--- config.mk ---
export PLATFORM = sky130hd
export DESIGN_NAME = ias_queue
export DESIGN_NICKNAME = d
export VERILOG_FILES = /design/src/rtl/ias_pkg.sv /design/src/rtl/ias_queue.sv
export SDC_FILE = /design/constraint.sdc
export NUM_CORES = 1
export LEC_CHECK = 0
export ABC_AREA = 1
export ABC_CLOCK_PERIOD_IN_PS = 2500
export BUFFER_PORTS_ARGS = -buffer_cell sky130_fd_sc_hd__buf_4
export CORE_MARGIN = 4
export CORE_UTILIZATION = 23
export CTS_CLUSTER_SIZE = 12
export DETAILED_ROUTE_END_ITERATION = 10
export REMOVE_ABC_BUFFERS = 1
export SLEW_MARGIN = 20
export SYNTH_ARGS = -nofsm -noshare
export SYNTH_HDL_FRONTEND = slang
export SYNTH_SLANG_ARGS = --single-unit
--- constraint.sdc ---
create_clock -name clk_i -period 2.5 [get_ports clk_i]
set_input_delay 0.5 -clock clk_i [delete_from_list [all_inputs] [get_ports clk_i]]
set_output_delay 0.5 -clock clk_i [all_outputs]
set_load 0.02 [all_outputs]
--- src/rtl/ias_pkg.sv ---
// Shared types and constants of the integer array sorter.
package ias_pkg;

  localparam int unsigned VALUE_W     = 32;
  localparam int unsigned QUEUE_DEPTH = 2;
  localparam int unsigned QPTR_W      = $clog2(QUEUE_DEPTH);
  localparam int unsigned QCNT_W      = QPTR_W + 1;
  localparam int unsigned APB_DATA_W  = 32;
  localparam int unsigned APB_ADDR_W  = 3;

  // paddr[2] selects the register slot; slot 0 holds the order bit
  localparam logic ADDR_ORDER = 1'b0;

  typedef struct packed {
    logic signed [VALUE_W-1:0] value;
    logic                      last;
  } ias_entry_t;

  typedef enum logic [2:0] {
    ST_FILL  = 3'b001,
    ST_ALIGN = 3'b010,
    ST_DRAIN = 3'b100
  } ias_state_e;

endpackage

--- src/rtl/ias_queue.sv ---
// Front end: accepts input transactions, tags them and queues them for the chain.
module ias_queue (
  input  logic                            clk_i,
  input  logic                            rst_ni,
  input  logic                            in_valid_i,
  output logic                            in_ready_o,
  input  logic signed [ias_pkg::VALUE_W-1:0] value_i,
  input  logic                            last_in_i,
  output logic                            entry_valid_o,
  output ias_pkg::ias_entry_t             entry_o,
  input  logic                            entry_pop_i
);

  ias_pkg::ias_entry_t              mem_q [ias_pkg::QUEUE_DEPTH];
  logic [ias_pkg::QPTR_W-1:0]       wr_ptr_q, wr_ptr_d;
  logic [ias_pkg::QPTR_W-1:0]       rd_ptr_q, rd_ptr_d;
  logic [ias_pkg::QCNT_W-1:0]       count_q, count_d;
  logic                             push;
  logic                             pop;

  assign in_ready_o    = (count_q != ias_pkg::QCNT_W'(ias_pkg::QUEUE_DEPTH));
  assign entry_valid_o = (count_q != '0);
  assign entry_o       = mem_q[rd_ptr_q];
  assign push          = in_valid_i && in_ready_o;
  assign pop           = entry_pop_i && entry_valid_o;

  always_comb begin
    wr_ptr_d = push ? wr_ptr_q + 1'b1 : wr_ptr_q;
    rd_ptr_d = pop ? rd_ptr_q + 1'b1 : rd_ptr_q;
    count_d  = count_q;
    if (push && !pop) begin
      count_d = count_q + 1'b1;
    end else if (pop && !push) begin
      count_d = count_q - 1'b1;
    end
  end

  always_ff @(posedge clk_i or negedge rst_ni) begin
    if (!rst_ni) begin
      wr_ptr_q <= '0;
      rd_ptr_q <= '0;
      count_q  <= '0;
    end else begin
      wr_ptr_q <= wr_ptr_d;
      rd_ptr_q <= rd_ptr_d;
      count_q  <= count_d;
    end
  end

  always_ff @(posedge clk_i) begin
    if (push) begin
      mem_q[wr_ptr_q] <= '{value: value_i, last: last_in_i};
    end
  end

endmodule

==> Word-level counts from Yosys, hierarchy flattened <==
Memory sizes are Yosys's and may differ from the RTL's.
Index checks and enable logic that the tools add are counted.
{ "op_classes": {"n_eq_ne": 1, "n_reduce_logical": 8, "add_sub_neg": 4, "mux": 4} }
{ "ops": {"columns": ["op", "n"], "rows": [
  ["$logic_and 1x1->1", 4],
  ["$mux 2", 2],
  ["$reduce_bool 2->1", 2],
  ["$add 1x1->1 const B", 2],
  ["$add 2x1->2 const B", 1],
  ["$logic_not 1->1", 2],
  ["$mux 1", 2],
  ["$ne 2x2->1 const B", 1],
  ["$sub 2x1->2 const B", 1]
]} }
{ "word_totals": {"in_bits": 37, "regBits": 4, "output_inout_bits": 35, "ramBits": 66, "wordCells": 21, "n_memories": 1} }
{ "mem_list": {"columns": ["memory", "words", "word_bits", "rd", "rd_clocked_by_memory_dff", "wr", "line", "source"], "rows": [
  ["mem_q", 2, 33, 1, 0, 1, "ias_queue.sv:14", "ias_pkg::ias_entry_t mem_q [ias_pkg::QUEUE_DEPTH];"]
]} }

==> Longest topological paths before layout <==
{ "logic_depth": {"ltp_word": 6, "mapped_depth": 10, "depth_no_buf": 10} }

==> Least setup slack after synthesis <==
OpenSTA, ideal clock, no wires.
{ "synth_timing": {"path_kind": "register to register", "start": "register count_q[0] (netlist bit)", "end": "memory mem_q[0][0] (netlist bit) (enable)", "synth_period_minus_slack_ps": 2431, "stages_incl_launch_ff": 5, "n_path_buf": 0, "setup_ps": 423, "arrival_ps": 2008, "setup_slack_ps": 69, "required_time_ps": 2077, "path_cell_list": "dfrtp_1 > inv_2 > nand2_4 > nand2_4 > nor2_1"} }
{ "synth_between": {"elab_chain_len": 4} }
{ "synth_rtl": {"columns": ["item", "line", "source"], "rows": [
  ["start, declared", "ias_queue.sv:17", "logic [ias_pkg::QCNT_W-1:0] count_q, count_d;"],
  ["start signal, assigned", "ias_queue.sv:46", "count_q <= count_d;"],
  ["$ne 2x2->1", "ias_queue.sv:21", "assign in_ready_o = (count_q != ias_pkg::QCNT_W'(ias_pkg::QUEUE_DEPTH));"],
  ["net in_ready_o", "ias_queue.sv:6", "output logic in_ready_o,"],
  ["$logic_and 1x1->1", "ias_queue.sv:24", "assign push = in_valid_i && in_ready_o;"],
  ["$mux 1", "ias_queue.sv:51", "if (push) begin"],
  ["$mux 1 (not written as such)", "ias_queue.sv:52", "mem_q[wr_ptr_q] <= '{value: value_i, last: last_in_i};"],
  ["end, declared", "ias_queue.sv:14", null]
]} }
The timed path passes the listed nets, and every way through them passes these cells.

==> report_table.html <==
<table>
<tr><th>Metric</th><th>Value</th></tr>
<tr><th colspan="2">Setup path</th></tr>
<tr><td>Number of buffer and inverter stages on the critical path</td><td>3</td></tr>
<tr><td>Launching instance or port of the critical path</td><td>rd_ptr_q</td></tr>
<tr><td>Slowest cell on crit path</td><td>sky130_fd_sc_hd__dfrtp_1</td></tr>
<tr><td>Launch instance of the worst register-to-register path</td><td>count_q[0]</td></tr>
<tr><td>Endpoint kind of the worst setup timing path</td><td>output port</td></tr>
<tr><td>CP startpoint kind</td><td>flop</td></tr>
<tr><td>Top delay family on crit path</td><td>buffers and inverters</td></tr>
<tr><td>Worst-path maximum fanout</td><td>34</td></tr>
<tr><td>Delay of the slowest cell on the worst path</td><td>0.38 ns</td></tr>
<tr><td>Required time at the endpoint of the critical path</td><td>2.00 ns</td></tr>
<tr><td>R2r worst-path depth</td><td>5</td></tr>
<tr><td>List of cells traversed by the critical path</td><td>buf_4 &gt; inv_8 &gt; nand2_1 &gt; nand2_1 &gt; buf_4</td></tr>
<tr><td>Critical path type</td><td>reg2out</td></tr>
<tr><td>Arrival time reported for the critical path endpoint</td><td>1.46 ns</td></tr>
<tr><td>Number of logic stages on the critical path including buffering</td><td>5</td></tr>
<tr><th colspan="2">Timing</th></tr>
<tr><td>Period utilization</td><td>0.786</td></tr>
<tr><td>Setup repair after global routing missed its margin</td><td>no</td></tr>
<tr><td>Post-Route Skew</td><td>0.00458 ns</td></tr>
<tr><td>Min cycle time layout</td><td>1.96 ns</td></tr>
<tr><td>Pins over their slew limit</td><td>0</td></tr>
<tr><td>Total negative setup slack</td><td>0 ns</td></tr>
<tr><td>Slew at the pin closest to its max-slew limit</td><td>0.531 ns</td></tr>
<tr><td>Count of endpoints failing hold in the final timing report</td><td>0</td></tr>
<tr><td>Worst slew slack as a fraction of its limit</td><td>0.645</td></tr>
<tr><td>Final setup violation count</td><td>0</td></tr>
<tr><td>Upper clock frequency limit</td><td>509 MHz</td></tr>
<tr><th colspan="2">Final layout</th></tr>
<tr><td>Multi-input logic area</td><td>523 sq um</td></tr>
<tr><td>Final layout net count</td><td>~320</td></tr>
<tr><td>Cell area after layout</td><td>3730 sq um</td></tr>
<tr><td>Number of fillers in the final layout</td><td>approximately 1200</td></tr>
<tr><td>Antenna diode instance count</td><td>0</td></tr>
<tr><td>Fraction of final layout cells with drive strength greater than 1</td><td>0.385</td></tr>
<tr><td>Area growth from synthesis to layout</td><td>37.9%</td></tr>
<tr><td>Area occupied by registers</td><td>2080 sq um</td></tr>
<tr><th colspan="2">Die</th></tr>
<tr><td>I/O pins</td><td>72</td></tr>
<tr><td>Total Die Area</td><td>13600 sq um</td></tr>
<tr><td># rows</td><td>39</td></tr>
<tr><td>Initial core utilization</td><td>0.236</td></tr>
<tr><td>Die height</td><td>116 um</td></tr>
<tr><td>Horizontal extent of the die</td><td>~120 um</td></tr>
<tr><td>Area of the placeable core</td><td>11500 sq um</td></tr>
<tr><th colspan="2">Global route</th></tr>
<tr><td>Met3 Usage GRT</td><td>0.0363</td></tr>
<tr><td>Vias in the first global route</td><td>1681</td></tr>
<tr><td>Wire length of the first global-routing pass</td><td>8690 um</td></tr>
<tr><td>Met1 usage in global routing</td><td>0.101</td></tr>
<tr><td>Maximum number of pins on one net before global-route repair</td><td>35</td></tr>
<tr><td>Global-route congestion overflow total</td><td>0</td></tr>
<tr><td>Initial antenna violation count</td><td>0</td></tr>
<tr><td>Busiest grt layer</td><td>met2</td></tr>
<tr><td>Tot GR Track Use</td><td>0.0857</td></tr>
<tr><td>Met2 track demand over resource</td><td>0.141</td></tr>
<tr><th colspan="2">Drt</th></tr>
<tr><td>Count of routing violations after the opening detailed-route iteration</td><td>52</td></tr>
<tr><td>Wire length per cell after detailed routing</td><td>12.6 um</td></tr>
<tr><td>Total iterations of the first detailed-routing run</td><td>4</td></tr>
<tr><td>Post-route ant nets</td><td>0</td></tr>
<tr><td>Via count</td><td>1644</td></tr>
<tr><td>Avg Vias per Cell</td><td>3.83</td></tr>
<tr><td>DRC violations left</td><td>0</td></tr>
<tr><td>Total routed wirelength</td><td>approximately 5400 um</td></tr>
<tr><th colspan="2">Synthesis</th></tr>
<tr><td>Sequential-to-total area share from yosys stat</td><td>0.770</td></tr>
<tr><td>Flip-flop and latch count after synthesis</td><td>70</td></tr>
<tr><td>Async SR Flop Fraction</td><td>0.0571</td></tr>
<tr><td>Synthesis Warnings</td><td>0</td></tr>
<tr><td>Most frequently used cell type in the post-synthesis netlist</td><td>sky130_fd_sc_hd__nand2_1</td></tr>
<tr><td>Top cells by area, synth</td><td>sky130_fd_sc_hd__edfxtp_1 (73%), sky130_fd_sc_hd__nand2_1 (13%), sky130_fd_sc_hd__dfrtp_1 (3.7%)</td></tr>
<tr><td>Mean instance size in the synthesized netlist</td><td>between 10 and 15 sq um</td></tr>
<tr><td>Share of Yosys cell area claimed by the top area cell type</td><td>0.733</td></tr>
<tr><td>Top cell types by occurrence after synthesis</td><td>sky130_fd_sc_hd__nand2_1 (95), sky130_fd_sc_hd__edfxtp_1 (66), sky130_fd_sc_hd__nand2_2 (12)</td></tr>
<tr><td>Number of enable flip-flop cells after synthesis</td><td>66</td></tr>
<tr><td>Synthesized instance count</td><td>201</td></tr>
<tr><td>Cell type with the highest aggregate area in the netlist</td><td>sky130_fd_sc_hd__edfxtp_1</td></tr>
<tr><td>Total standard cell area after synthesis</td><td>roughly 2700 sq um</td></tr>
<tr><td>Number of distinct library cells after synthesis</td><td>17</td></tr>
<tr><td>Top flip-flop cell by instance count after synthesis</td><td>sky130_fd_sc_hd__edfxtp_1</td></tr>
<tr><th colspan="2">Hold path</th></tr>
<tr><td>Instance count along the most critical hold path</td><td>1</td></tr>
<tr><td>Hold path startpoint</td><td>value_i[15]</td></tr>
<tr><td>Path category of the worst min-delay check</td><td>in2reg</td></tr>
<tr><th colspan="2">Pwr</th></tr>
<tr><td>Power consumption</td><td>4.78 mW</td></tr>
<tr><td>Power density normalized to cell area</td><td>1280 nW/um^2</td></tr>
<tr><td>Static Leak</td><td>1.58 nW</td></tr>
<tr><td>Worst ir drop on vdd</td><td>about 0.46 mV</td></tr>
<tr><th colspan="2">Place</th></tr>
<tr><td>Buffers on Ports</td><td>71</td></tr>
<tr><td>DP Wirelength</td><td>3890 um</td></tr>
<tr><td>Total cell area at the placement stage</td><td>3410 sq um</td></tr>
<tr><td>Last weighted congestion value of the routability-driven placer</td><td>0.708</td></tr>
<tr><th colspan="2">CTS</th></tr>
<tr><td>Clk Latency, worst-skew pair</td><td>0.32 ns</td></tr>
<tr><td>Clock tree from TritonCTS</td><td>built</td></tr>
<tr><td>Total number of clock tree sinks</td><td>70</td></tr>
<tr><td>Clock buffer count from CTS</td><td>9</td></tr>
<tr><td>Maximum root-to-sink buffer count</td><td>2</td></tr>
<tr><td>Clock transition at the registers of the reported paths</td><td>0.06 ns</td></tr>
<tr><td>H-Tree Depth</td><td>3</td></tr>
<tr><td>Postcts setup bufs</td><td>0</td></tr>
<tr><td>Clock root cell</td><td>sky130_fd_sc_hd__clkbuf_16</td></tr>
<tr><th colspan="2">Outcome</th></tr>
<tr><td>Outcome</td><td>completed</td></tr>
<tr><th colspan="2">Job</th></tr>
<tr><td>Number of maximum-capacitance constraint violations</td><td>0</td></tr>
</table>
==> cells in the final DEF (no fill, tap or decap) <==
master,count
sky130_fd_sc_hd__dfrtp_1,4
sky130_fd_sc_hd__dlygate4sd3_1,1
sky130_fd_sc_hd__clkinv_4,1
sky130_fd_sc_hd__inv_1,4
sky130_fd_sc_hd__bufinv_16,1
sky130_fd_sc_hd__nor2_4,2
sky130_fd_sc_hd__xor2_1,1
sky130_fd_sc_hd__nand3_1,2
sky130_fd_sc_hd__inv_2,2
sky130_fd_sc_hd__buf_4,73
sky130_fd_sc_hd__inv_6,1
sky130_fd_sc_hd__ha_1,1
sky130_fd_sc_hd__nand2_1,95
sky130_fd_sc_hd__xnor2_1,1
sky130_fd_sc_hd__buf_12,2
sky130_fd_sc_hd__nand2_4,2
sky130_fd_sc_hd__nand4_1,1
sky130_fd_sc_hd__clkinvlp_4,1
sky130_fd_sc_hd__inv_8,4
sky130_fd_sc_hd__nand2_2,12
sky130_fd_sc_hd__clkbuf_16,9
sky130_fd_sc_hd__edfxtp_1,66
==> power breakdown <==
part           switching, mW  leakage (nW)  internal (mW)
Sequential            0.0846         0.662           1.61
Combinational           1.12         0.762          0.658
Clock                  0.509         0.152          0.798
==> what timing repair did <==
| item | in CTS | in global routing |
|---|---|---|
| resized for setup | 0 | 0 |
| hold buffers | 1 | 0 |
| hold endpoints to repair | 4 | 0 |
==> path summary, 6_finish.rpt <==
check,end,slack (ns)
worst min-delay path,mem_q[0][16],0.36
worst max-delay path,entry_o[1],0.54
worst max register to register,mem_q[1][2],0.91
max in group asynchronous,rd_ptr_q,1.89
worst min register to register,count_q[0],0.53
min in group asynchronous,wr_ptr_q,0.51
==> worst register-to-register path, stage by stage, from the launching register on <==
cell and delay (ns):
sky130_fd_sc_hd__dfrtp_1 0.40, sky130_fd_sc_hd__inv_2 0.08, sky130_fd_sc_hd__nand2_4 0.07, sky130_fd_sc_hd__nand2_4 0.07, sky130_fd_sc_hd__nor2_4 0.42, sky130_fd_sc_hd__buf_12 0.24
==> final cells by class <==
class / instances / share of cell area
flip-flops and latches: 70 / 0.558
repair buffers: 76 / 0.160
multi-input cells: 117 / 0.140
clock buffers: 9 / 0.0604
well taps: 143 / 0.0480
clock inverters: 7 / 0.0238
inverters: 7 / 0.00906
==> sequential cells by signal (all words and copies together), names as in the netlist <==
| name | count |
|---|---|
| rd_ptr_q | 1 |
| wr_ptr_q | 1 |
| mem_q | 66 |
| count_q | 2 |
==> per-layer routing <==
metal  share of wire  routed length (um)  up-vias
li1                -                   -      832
met1            0.40                2150      754
met2            0.50                2690       47
met3           0.092                 499       11
met4           0.013                  69        0
met5               0                   0        -
==> stage by stage <==
stage	hold WS (ns)	setup slack [ns]	utilization	std cells
6_report	0.359	0.536	0.325	429
2_1_floorplan	0.204	0.0691	-	194
5_1_grt	0.341	0.418	0.325	429
3_3_place_gp	0.303	0.848	0.297	412
4_1_cts	0.347	0.469	0.325	429
3_5_place_dp	0.303	0.810	0.297	412
==> logic make-up after synthesis <==
family / Yosys count / share of synthesized area
xor+xnor: 2 / 0.00648
fa+ha+maj: 1 / 0.00463
flops: 70 / 0.770
simple gates: 114 / 0.177
buf+inv: 14 / 0.0421
Note: power is estimated with default switching activity, not from simulation.
